**config.mk**
```make
export PLATFORM = sky130hd
export DESIGN_NAME = lifo_stack_with_value_delete_unit
export DESIGN_NICKNAME = d
export VERILOG_FILES = /design/src/rtl/core/lsvd_pkg.sv /design/src/rtl/core/lsvd_ram.sv /design/src/rtl/core/lsvd_ctrl.sv /design/src/rtl/core/lifo_stack_with_value_delete_unit.sv
export SDC_FILE = /design/constraint.sdc
export NUM_CORES = 2
export LEC_CHECK = 0
export BUFFER_PORTS_ARGS = -buffer_cell sky130_fd_sc_hd__buf_4
export CAP_MARGIN = 15
export CORE_MARGIN = 2
export CORE_UTILIZATION = 35
export CTS_CLUSTER_SIZE = 28
export DETAILED_ROUTE_END_ITERATION = 10
export GPL_TIMING_DRIVEN = 0
export PLACE_DENSITY = 0.54
export SLEW_MARGIN = 40
export SYNTH_ARGS = -nofsm -noshare
export SYNTH_HDL_FRONTEND = slang
export SYNTH_HIERARCHICAL = 1
export SYNTH_SLANG_ARGS = --single-unit
```
**constraint.sdc**
```tcl
create_clock -name clk -period 6.65 [get_ports clk]
set_clock_uncertainty 0.05 [all_clocks]
set_input_delay 1.33 -clock clk [delete_from_list [all_inputs] [get_ports clk]]
set_output_delay 1.33 -clock clk [all_outputs]
set_load 0.01 [all_outputs]
```
**src/rtl/core/lsvd_pkg.sv**
```systemverilog
// Shared types and constants for the LIFO stack with delete-by-value.
package lsvd_pkg;

    // Stack geometry.
    localparam int STACK_DEPTH = 64;
    localparam int DATA_W      = 32;
    localparam int ADDR_W      = $clog2(STACK_DEPTH);
    localparam int CNT_W       = 7;

    // Read value returned by a pop or peek on an empty stack.
    localparam logic signed [DATA_W-1:0] EMPTY_READ = -32'sd1;

    typedef enum logic [1:0] {
        CMD_PUSH   = 2'd0,
        CMD_POP    = 2'd1,
        CMD_PEEK   = 2'd2,
        CMD_DELETE = 2'd3
    } cmd_t;

    typedef enum logic [1:0] {
        STAT_OK        = 2'd0,
        STAT_EMPTY     = 2'd1,
        STAT_FULL      = 2'd2,
        STAT_NOT_FOUND = 2'd3
    } status_t;

    typedef enum logic [2:0] {
        S_IDLE,
        S_READ,
        S_SCAN,
        S_SHIFT,
        S_RESP
    } state_t;

    // Request payload.
    typedef struct packed {
        cmd_t                     cmd;
        logic signed [DATA_W-1:0] operand_value;
    } req_t;

    // Response payload.
    typedef struct packed {
        logic signed [DATA_W-1:0] read_value;
        status_t                  status;
        logic [CNT_W-1:0]         entry_count;
        logic                     is_empty;
    } rsp_t;

    // Memory access issued by the controller in one cycle.
    typedef struct packed {
        logic              we;
        logic [ADDR_W-1:0] waddr;
        logic [DATA_W-1:0] wdata;
        logic [ADDR_W-1:0] raddr;
    } ram_req_t;

endpackage

```
**src/rtl/core/lsvd_ram.sv**
```systemverilog
// Generic single-write, single-read RAM with a registered read port.
module lsvd_ram #(
    parameter int WIDTH = 32,
    parameter int DEPTH = 64
) (
    input  logic                     clk,
    input  logic                     we,
    input  logic [$clog2(DEPTH)-1:0] waddr,
    input  logic [WIDTH-1:0]         wdata,
    input  logic [$clog2(DEPTH)-1:0] raddr,
    output logic [WIDTH-1:0]         rdata
);

    logic [WIDTH-1:0] mem [DEPTH];

    // Write port and registered read port.
    always_ff @(posedge clk)
    begin
        if (we)
        begin
            mem[waddr] <= wdata;
        end
        rdata <= mem[raddr];
    end

endmodule

```
**src/rtl/core/lsvd_ctrl.sv**
```systemverilog
// Command sequencer: keeps the count, drives the entry memory and builds responses.
module lsvd_ctrl (
    input  logic                              clk,
    input  logic                              rst_n,
    input  logic                              req_valid,
    output logic                              req_stall,
    input  lsvd_pkg::req_t                    req,
    output logic                              rsp_valid,
    input  logic                              rsp_stall,
    output lsvd_pkg::rsp_t                    rsp,
    output lsvd_pkg::ram_req_t                ram_req,
    input  logic [lsvd_pkg::DATA_W-1:0]       rdata,
    output logic [lsvd_pkg::CNT_W-1:0]        count
);

    localparam int AW = lsvd_pkg::ADDR_W;
    localparam int CW = lsvd_pkg::CNT_W;
    localparam int DW = lsvd_pkg::DATA_W;

    lsvd_pkg::state_t  state_reg, state_next;
    logic [CW-1:0]     count_reg, count_next;
    lsvd_pkg::cmd_t    op_reg, op_next;
    logic [DW-1:0]     val_reg, val_next;
    logic [AW-1:0]     idx_reg, idx_next;
    logic [DW-1:0]     res_read_reg, res_read_next;
    lsvd_pkg::status_t res_stat_reg, res_stat_next;
    logic              rsp_valid_reg, rsp_valid_next;
    lsvd_pkg::rsp_t    rsp_reg, rsp_next;

    logic          accept;
    logic          is_full;
    logic          is_zero;
    logic [AW-1:0] top_addr;
    logic [CW-1:0] idx_ext;
    logic          match;
    logic          scan_last;
    logic          at_top;
    logic          shift_last;
    logic          rsp_free;

    // Shared decode.
    assign accept     = req_valid && (state_reg == lsvd_pkg::S_IDLE);
    assign is_full    = count_reg == CW'(lsvd_pkg::STACK_DEPTH);
    assign is_zero    = count_reg == '0;
    assign top_addr   = AW'(count_reg - CW'(1));
    assign idx_ext    = CW'(idx_reg);
    assign match      = rdata == val_reg;
    assign scan_last  = idx_reg == '0;
    assign at_top     = (idx_ext + CW'(1)) == count_reg;
    assign shift_last = (idx_ext + CW'(2)) == count_reg;
    assign rsp_free   = !rsp_valid_reg || !rsp_stall;

    // Next state.
    always_comb
    begin
        state_next = state_reg;
        case (state_reg)
            lsvd_pkg::S_IDLE:
            begin
                if (accept)
                begin
                    if (req.cmd == lsvd_pkg::CMD_PUSH || is_zero)
                    begin
                        state_next = lsvd_pkg::S_RESP;
                    end
                    else if (req.cmd == lsvd_pkg::CMD_DELETE)
                    begin
                        state_next = lsvd_pkg::S_SCAN;
                    end
                    else
                    begin
                        state_next = lsvd_pkg::S_READ;
                    end
                end
            end
            lsvd_pkg::S_READ:
            begin
                state_next = lsvd_pkg::S_RESP;
            end
            lsvd_pkg::S_SCAN:
            begin
                if (match)
                begin
                    state_next = at_top ? lsvd_pkg::S_RESP : lsvd_pkg::S_SHIFT;
                end
                else if (scan_last)
                begin
                    state_next = lsvd_pkg::S_RESP;
                end
            end
            lsvd_pkg::S_SHIFT:
            begin
                if (shift_last)
                begin
                    state_next = lsvd_pkg::S_RESP;
                end
            end
            lsvd_pkg::S_RESP:
            begin
                if (rsp_free)
                begin
                    state_next = lsvd_pkg::S_IDLE;
                end
            end
            default:
            begin
                state_next = lsvd_pkg::S_IDLE;
            end
        endcase
    end

    // Datapath, memory access and response.
    always_comb
    begin
        count_next     = count_reg;
        op_next        = op_reg;
        val_next       = val_reg;
        idx_next       = idx_reg;
        res_read_next  = res_read_reg;
        res_stat_next  = res_stat_reg;
        rsp_valid_next = rsp_valid_reg;
        rsp_next       = rsp_reg;
        ram_req        = '0;

        // The held response leaves when the consumer takes it.
        if (rsp_valid_reg && !rsp_stall)
        begin
            rsp_valid_next = 1'b0;
        end

        case (state_reg)
            lsvd_pkg::S_IDLE:
            begin
                if (accept)
                begin
                    op_next       = req.cmd;
                    val_next      = req.operand_value;
                    res_read_next = '0;
                    res_stat_next = lsvd_pkg::STAT_OK;
                    case (req.cmd)
                        lsvd_pkg::CMD_PUSH:
                        begin
                            if (is_full)
                            begin
                                res_stat_next = lsvd_pkg::STAT_FULL;
                            end
                            else
                            begin
                                ram_req.we    = 1'b1;
                                ram_req.waddr = AW'(count_reg);
                                ram_req.wdata = req.operand_value;
                                count_next    = count_reg + CW'(1);
                            end
                        end
                        lsvd_pkg::CMD_POP, lsvd_pkg::CMD_PEEK:
                        begin
                            if (is_zero)
                            begin
                                res_read_next = lsvd_pkg::EMPTY_READ;
                                res_stat_next = lsvd_pkg::STAT_EMPTY;
                            end
                            ram_req.raddr = top_addr;
                        end
                        lsvd_pkg::CMD_DELETE:
                        begin
                            if (is_zero)
                            begin
                                res_stat_next = lsvd_pkg::STAT_EMPTY;
                            end
                            ram_req.raddr = top_addr;
                            idx_next      = top_addr;
                        end
                        default:
                        begin
                            res_stat_next = lsvd_pkg::STAT_OK;
                        end
                    endcase
                end
            end
            lsvd_pkg::S_READ:
            begin
                // Top entry arrives from the memory.
                res_read_next = rdata;
                if (op_reg == lsvd_pkg::CMD_POP)
                begin
                    count_next = count_reg - CW'(1);
                end
            end
            lsvd_pkg::S_SCAN:
            begin
                // Compare the entry read last cycle, walking down from the top.
                if (match)
                begin
                    if (at_top)
                    begin
                        count_next = count_reg - CW'(1);
                    end
                    else
                    begin
                        ram_req.raddr = idx_reg + AW'(1);
                    end
                end
                else if (scan_last)
                begin
                    res_stat_next = lsvd_pkg::STAT_NOT_FOUND;
                end
                else
                begin
                    ram_req.raddr = idx_reg - AW'(1);
                    idx_next      = idx_reg - AW'(1);
                end
            end
            lsvd_pkg::S_SHIFT:
            begin
                // Move the entry above down by one place, reading one ahead.
                ram_req.we    = 1'b1;
                ram_req.waddr = idx_reg;
                ram_req.wdata = rdata;
                if (shift_last)
                begin
                    count_next = count_reg - CW'(1);
                end
                else
                begin
                    ram_req.raddr = idx_reg + AW'(2);
                    idx_next      = idx_reg + AW'(1);
                end
            end
            lsvd_pkg::S_RESP:
            begin
                if (rsp_free)
                begin
                    rsp_valid_next       = 1'b1;
                    rsp_next.read_value  = res_read_reg;
                    rsp_next.status      = res_stat_reg;
                    rsp_next.entry_count = count_reg;
                    rsp_next.is_empty    = is_zero;
                end
            end
            default:
            begin
                ram_req = '0;
            end
        endcase
    end

    // Control registers.
    always_ff @(posedge clk or negedge rst_n)
    begin
        if (!rst_n)
        begin
            state_reg     <= lsvd_pkg::S_IDLE;
            count_reg     <= '0;
            rsp_valid_reg <= 1'b0;
        end
        else
        begin
            state_reg     <= state_next;
            count_reg     <= count_next;
            rsp_valid_reg <= rsp_valid_next;
        end
    end

    // Payload registers.
    always_ff @(posedge clk)
    begin
        op_reg       <= op_next;
        val_reg      <= val_next;
        idx_reg      <= idx_next;
        res_read_reg <= res_read_next;
        res_stat_reg <= res_stat_next;
        rsp_reg      <= rsp_next;
    end

    assign req_stall = state_reg != lsvd_pkg::S_IDLE;
    assign rsp_valid = rsp_valid_reg;
    assign rsp       = rsp_reg;
    assign count     = count_reg;

endmodule

```
**src/rtl/core/lifo_stack_with_value_delete_unit.sv**
```systemverilog
// LIFO stack with delete-by-value: top level joining the sequencer and the entry memory.
// Push goes straight to the response; pop and peek read the top entry first unless the
// stack is empty; delete scans down from the top entry, then shifts the entries above a
// match down. A request is taken only when idle; one is taken while a response waits.
// Delete time is set by the single read port of the entry memory, one access per cycle.
// Reset clears the count and the handshake; the entry memory is not cleared.
module lifo_stack_with_value_delete_unit (
    input  logic           clk,
    input  logic           rst_n,
    input  logic           req_valid,
    output logic           req_stall,
    input  lsvd_pkg::req_t req,
    output logic           rsp_valid,
    input  logic           rsp_stall,
    output lsvd_pkg::rsp_t rsp
);

    lsvd_pkg::ram_req_t                ram_req;
    logic [lsvd_pkg::DATA_W-1:0]       rdata;
    logic [lsvd_pkg::CNT_W-1:0]        count;

    // Command sequencer.
    lsvd_ctrl u_ctrl (
        .clk       (clk),
        .rst_n     (rst_n),
        .req_valid (req_valid),
        .req_stall (req_stall),
        .req       (req),
        .rsp_valid (rsp_valid),
        .rsp_stall (rsp_stall),
        .rsp       (rsp),
        .ram_req   (ram_req),
        .rdata     (rdata),
        .count     (count)
    );

    // Entry memory.
    lsvd_ram #(
        .WIDTH (lsvd_pkg::DATA_W),
        .DEPTH (lsvd_pkg::STACK_DEPTH)
    ) u_ram (
        .clk   (clk),
        .we    (ram_req.we),
        .waddr (ram_req.waddr),
        .wdata (ram_req.wdata),
        .raddr (ram_req.raddr),
        .rdata (rdata)
    );

    // The count never exceeds the depth.
    assert property (@(posedge clk) disable iff (!rst_n)
        count <= lsvd_pkg::CNT_W'(lsvd_pkg::STACK_DEPTH))
    else $error("stack count above depth");

    // Memory writes stay within the held entries plus the push slot.
    assert property (@(posedge clk) disable iff (!rst_n)
        ram_req.we |-> (lsvd_pkg::CNT_W'(ram_req.waddr) <= count))
    else $error("memory write beyond top of stack");

    // An accepted request stalls the request side in the cycle after it.
    assert property (@(posedge clk) disable iff (!rst_n)
        (req_valid && !req_stall) |=> req_stall)
    else $error("request taken while previous one still in work");

    // A refused push reports a full stack.
    assert property (@(posedge clk) disable iff (!rst_n)
        (rsp_valid && rsp.status == lsvd_pkg::STAT_FULL)
            |-> (rsp.entry_count == lsvd_pkg::CNT_W'(lsvd_pkg::STACK_DEPTH)))
    else $error("full status with stack not full");

endmodule

```
==> metrics <==
Clock Latency Late Sink=0.86 ns; CTS root buffer=clkbuf_16; Synth Area in Adders=0.00133; pin count of the biggest net entering global routing=65; Final setup viols=0; Post-Syn Area=84900 µm²; Pins Over Slew Limit=0; data required time of the worst path=7.28 ns; Post-DP HPWL=196 mm; CP Max Fanout=10; drt pass-1 iters=6; chip width=496 µm; TritonCTS buffer count=222; initial antenna violation count=12; slack of the worst reg-to-reg path=0.007 ns; Clock Power Share=0.255; fin cells=7761; die area=246000 µm²; sequential share of power=0.344; H-Tree Depth=4; Max clock buf depth=3; Crit Path Class=reg2reg; fraction of layout cells with a size suffix above 1=0.331; Worst Setup Slack, final=0.00678 ns; # rows=180; Synth Area in XOR/XNOR=0.00637; Ys Warns=6; Cell Pwr Density=471 nW/µm²; Top Ports=82; CTS Sinks=2207; GR met1 Demand/Resource=0.310; DR WL/cell=35.6 µm; CP arrival=7.27 ns; crit share post-route=0.999; Post-route DRC=0; vias per cell=5.77; start point of the critical path=u_ctrl/idx_reg[1]; Synthesized Nets=3867; Slew HR=0.365; commonest non-fill, non-tap cell in the layout=edfxtp_1; total gr overflow=0; post-route cell area=103000 µm²; Leakage=32.8 nW; Critical Path Start Type=register; WL final=276 mm; Seq/Total Area, Yosys=0.777; vias=44.8k; Post-synth top flop=edfxtp_1; Area Overhead vs Synth=21.6%; Clock transition at path regs=0.06 ns; Hold Buf Count CTS=0; Sw Pwr=18.3 mW; CTS tree=done; RSZ-0062 raised after global routing=false; outcome=finished clean; compound-gate portion of the synthesized area=0.0273; dpl cells=7335; mux contribution to synthesized area=0.156; Final #Nets=4423; worst min path class=in2async; pre-CTS WS=-0.503 ns; IO buf count=81; Least-Margin Pin Slew=0.944 ns; Max Clk Rate=151 MHz; maximum vdd ir drop=0.311 mV; Logic pwr share=0.401; r2r startpoint=u_ctrl/idx_reg[1]; CP Capture Type=register; number of synthesized flops with an enable pin=2164; Synth Area in Simple Gates=0.0199; Final Hold Viols=0; Post-DP Area=95800 µm²; Power Internal=30.4 mW; Syn Area/Cell=22.2 µm²; post-synth cell types=74; synthesis-stage register bit count=2207; r2r worst-path depth=18; M2 GR Usage=0.340; RD Place Congestion=0.880; MaxCap Viol Count=0; Async SR Flop Fraction=0.00498; Core ar.=241000 µm²; Die Y=496 µm; ANT nets after route=0; Switching Fraction=0.376; met3 usage=0.0539; Period minus WS final=6.64 ns; Worst Setup EP=u_ram/rdata[26]; most frequent cells in the layout=2164 x edfxtp_1, 544 x mux4_2, 223 x clkbuf_16; aggregate global-route resource usage=0.223; synthesized instance count=3820; Tot Pwr=48.6 mW; RR Endpoint=u_ram/rdata[26]; Initial Util=0.352; First DRT Iteration DRCs=6629; vias in the first global route=43.8k; max reg flops=2048; Top Usage Layer GRT=met2; first-pass GRT wire length=373 mm; combinational family with the most area after synthesis=multiplexers
-- worst min path at each step --
| stage | cells past startpoint | endpoint | slack, ns | startpoint |
|---|---|---|---|---|
| global route | 1 | u_ctrl/state_reg[0] | 0.22 | rst_n |
| detailed placement | 0 | u_ctrl/rsp[14] | 0.35 | u_ctrl/res_read_reg[4] |
| global placement | 0 | u_ctrl/rsp[9] | 0.36 | u_ctrl/res_stat_reg[1] |
| floorplan | 0 | u_ctrl/rsp[10] | 0.35 | u_ctrl/res_read_reg[0] |
| finish | 1 | u_ctrl/state_reg[0] | 0.25 | rst_n |
| CTS | 1 | u_ctrl/state_reg[0] | 0.20 | rst_n |
-- power by group through the flow --
stage	registers, mW	clock network (mW)	logic, mW
final	16.7	12.4	19.5
after global routing	16.8	13.1	20.0
after CTS	16.7	12.6	19.2
after detailed placement	17.0	0	19.0
after global placement	17.1	0	18.3
after floorplan	16.9	0	10.5
-- through the flow --
step                      hold WS (ns)  setup TNS (ns)  utilization
final                            0.251               0        0.429
after global routing             0.224               0        0.429
after CTS                        0.197               0        0.428
after detailed placement         0.355           -6.53        0.398
after global placement           0.356        -4444.63        0.372
after floorplan                  0.350               0            -
-- what timing repair did --
item | CTS | global route
gates resized for setup | 17 | 7
buffers inserted | 3 | 0
pin swaps | 0 | 0
setup endpoints to repair | 28 | 15
-- synth_stat cells, types with 16 or more instances --
cell,count,area share
nor2_1,159,0.0070
mux2i_1,96,0.011
a22o_1,37,0.0038
nand3_1,22,0.0013
o221ai_1,27,0.0028
nor2b_1,16,0.0012
a21oi_1,73,0.0043
nand2_1,46,0.0020
buf_4,25,0.0022
buf_1,21,0.00093
mux4_2,544,0.14
buf_2,60,0.0035
clkbuf_1,104,0.0046
dfxtp_1,32,0.0075
o22ai_1,86,0.0063
a21o_1,34,0.0030
xnor2_1,51,0.0053
edfxtp_1,2164,0.77
-- worst max-delay path, cell delays in order, from the launching register on --
cell and delay [ns]:
edfxtp_1 0.54, ha_1 0.30, clkbuf_1 0.26, nand2b_1 0.25, a21o_1 0.18, a32o_1 0.28
a21boi_2 0.39, clkbuf_2 0.37, a2bb2oi_1 0.12, o211ai_1 0.10, clkbuf_2 0.34, buf_2 0.49
buf_2 0.51, buf_2 0.48, buf_2 0.52, mux2i_1 0.14, a21oi_1 0.35, a21oi_1 0.07
nor2_1 0.66
-- kinds of logic after synthesis --
family	Yosys count
compound gates	328
simple gates	344
flops	2207
fa+ha+maj	9
buf+inv	231
mux	641
xor+xnor	60
-- cell type report --
| cell class | instances | area, µm² |
|---|---|---|
| fill | 20400 | 138000 |
| inverter | 15 | 56.3 |
| clock buffer | 273 | 5860 |
| multi-input combinational | 1382 | 18900 |
| clock inverter | 143 | 1400 |
| buffer | 213 | 1090 |
| timing repair buffer | 335 | 5960 |
| antenna | 8 | 20.0 |
| tap | 3185 | 3990 |
| sequential | 2207 | 65900 |
-- routing by layer --
metal  share of wire  vias to the layer above
met5         0.00024                        -
met4           0.043                        6
met3            0.10                      493
met2            0.45                     2580
met1            0.40                    24300
li1                -                    17300
Note: power is estimated with default switching activity, not from simulation.
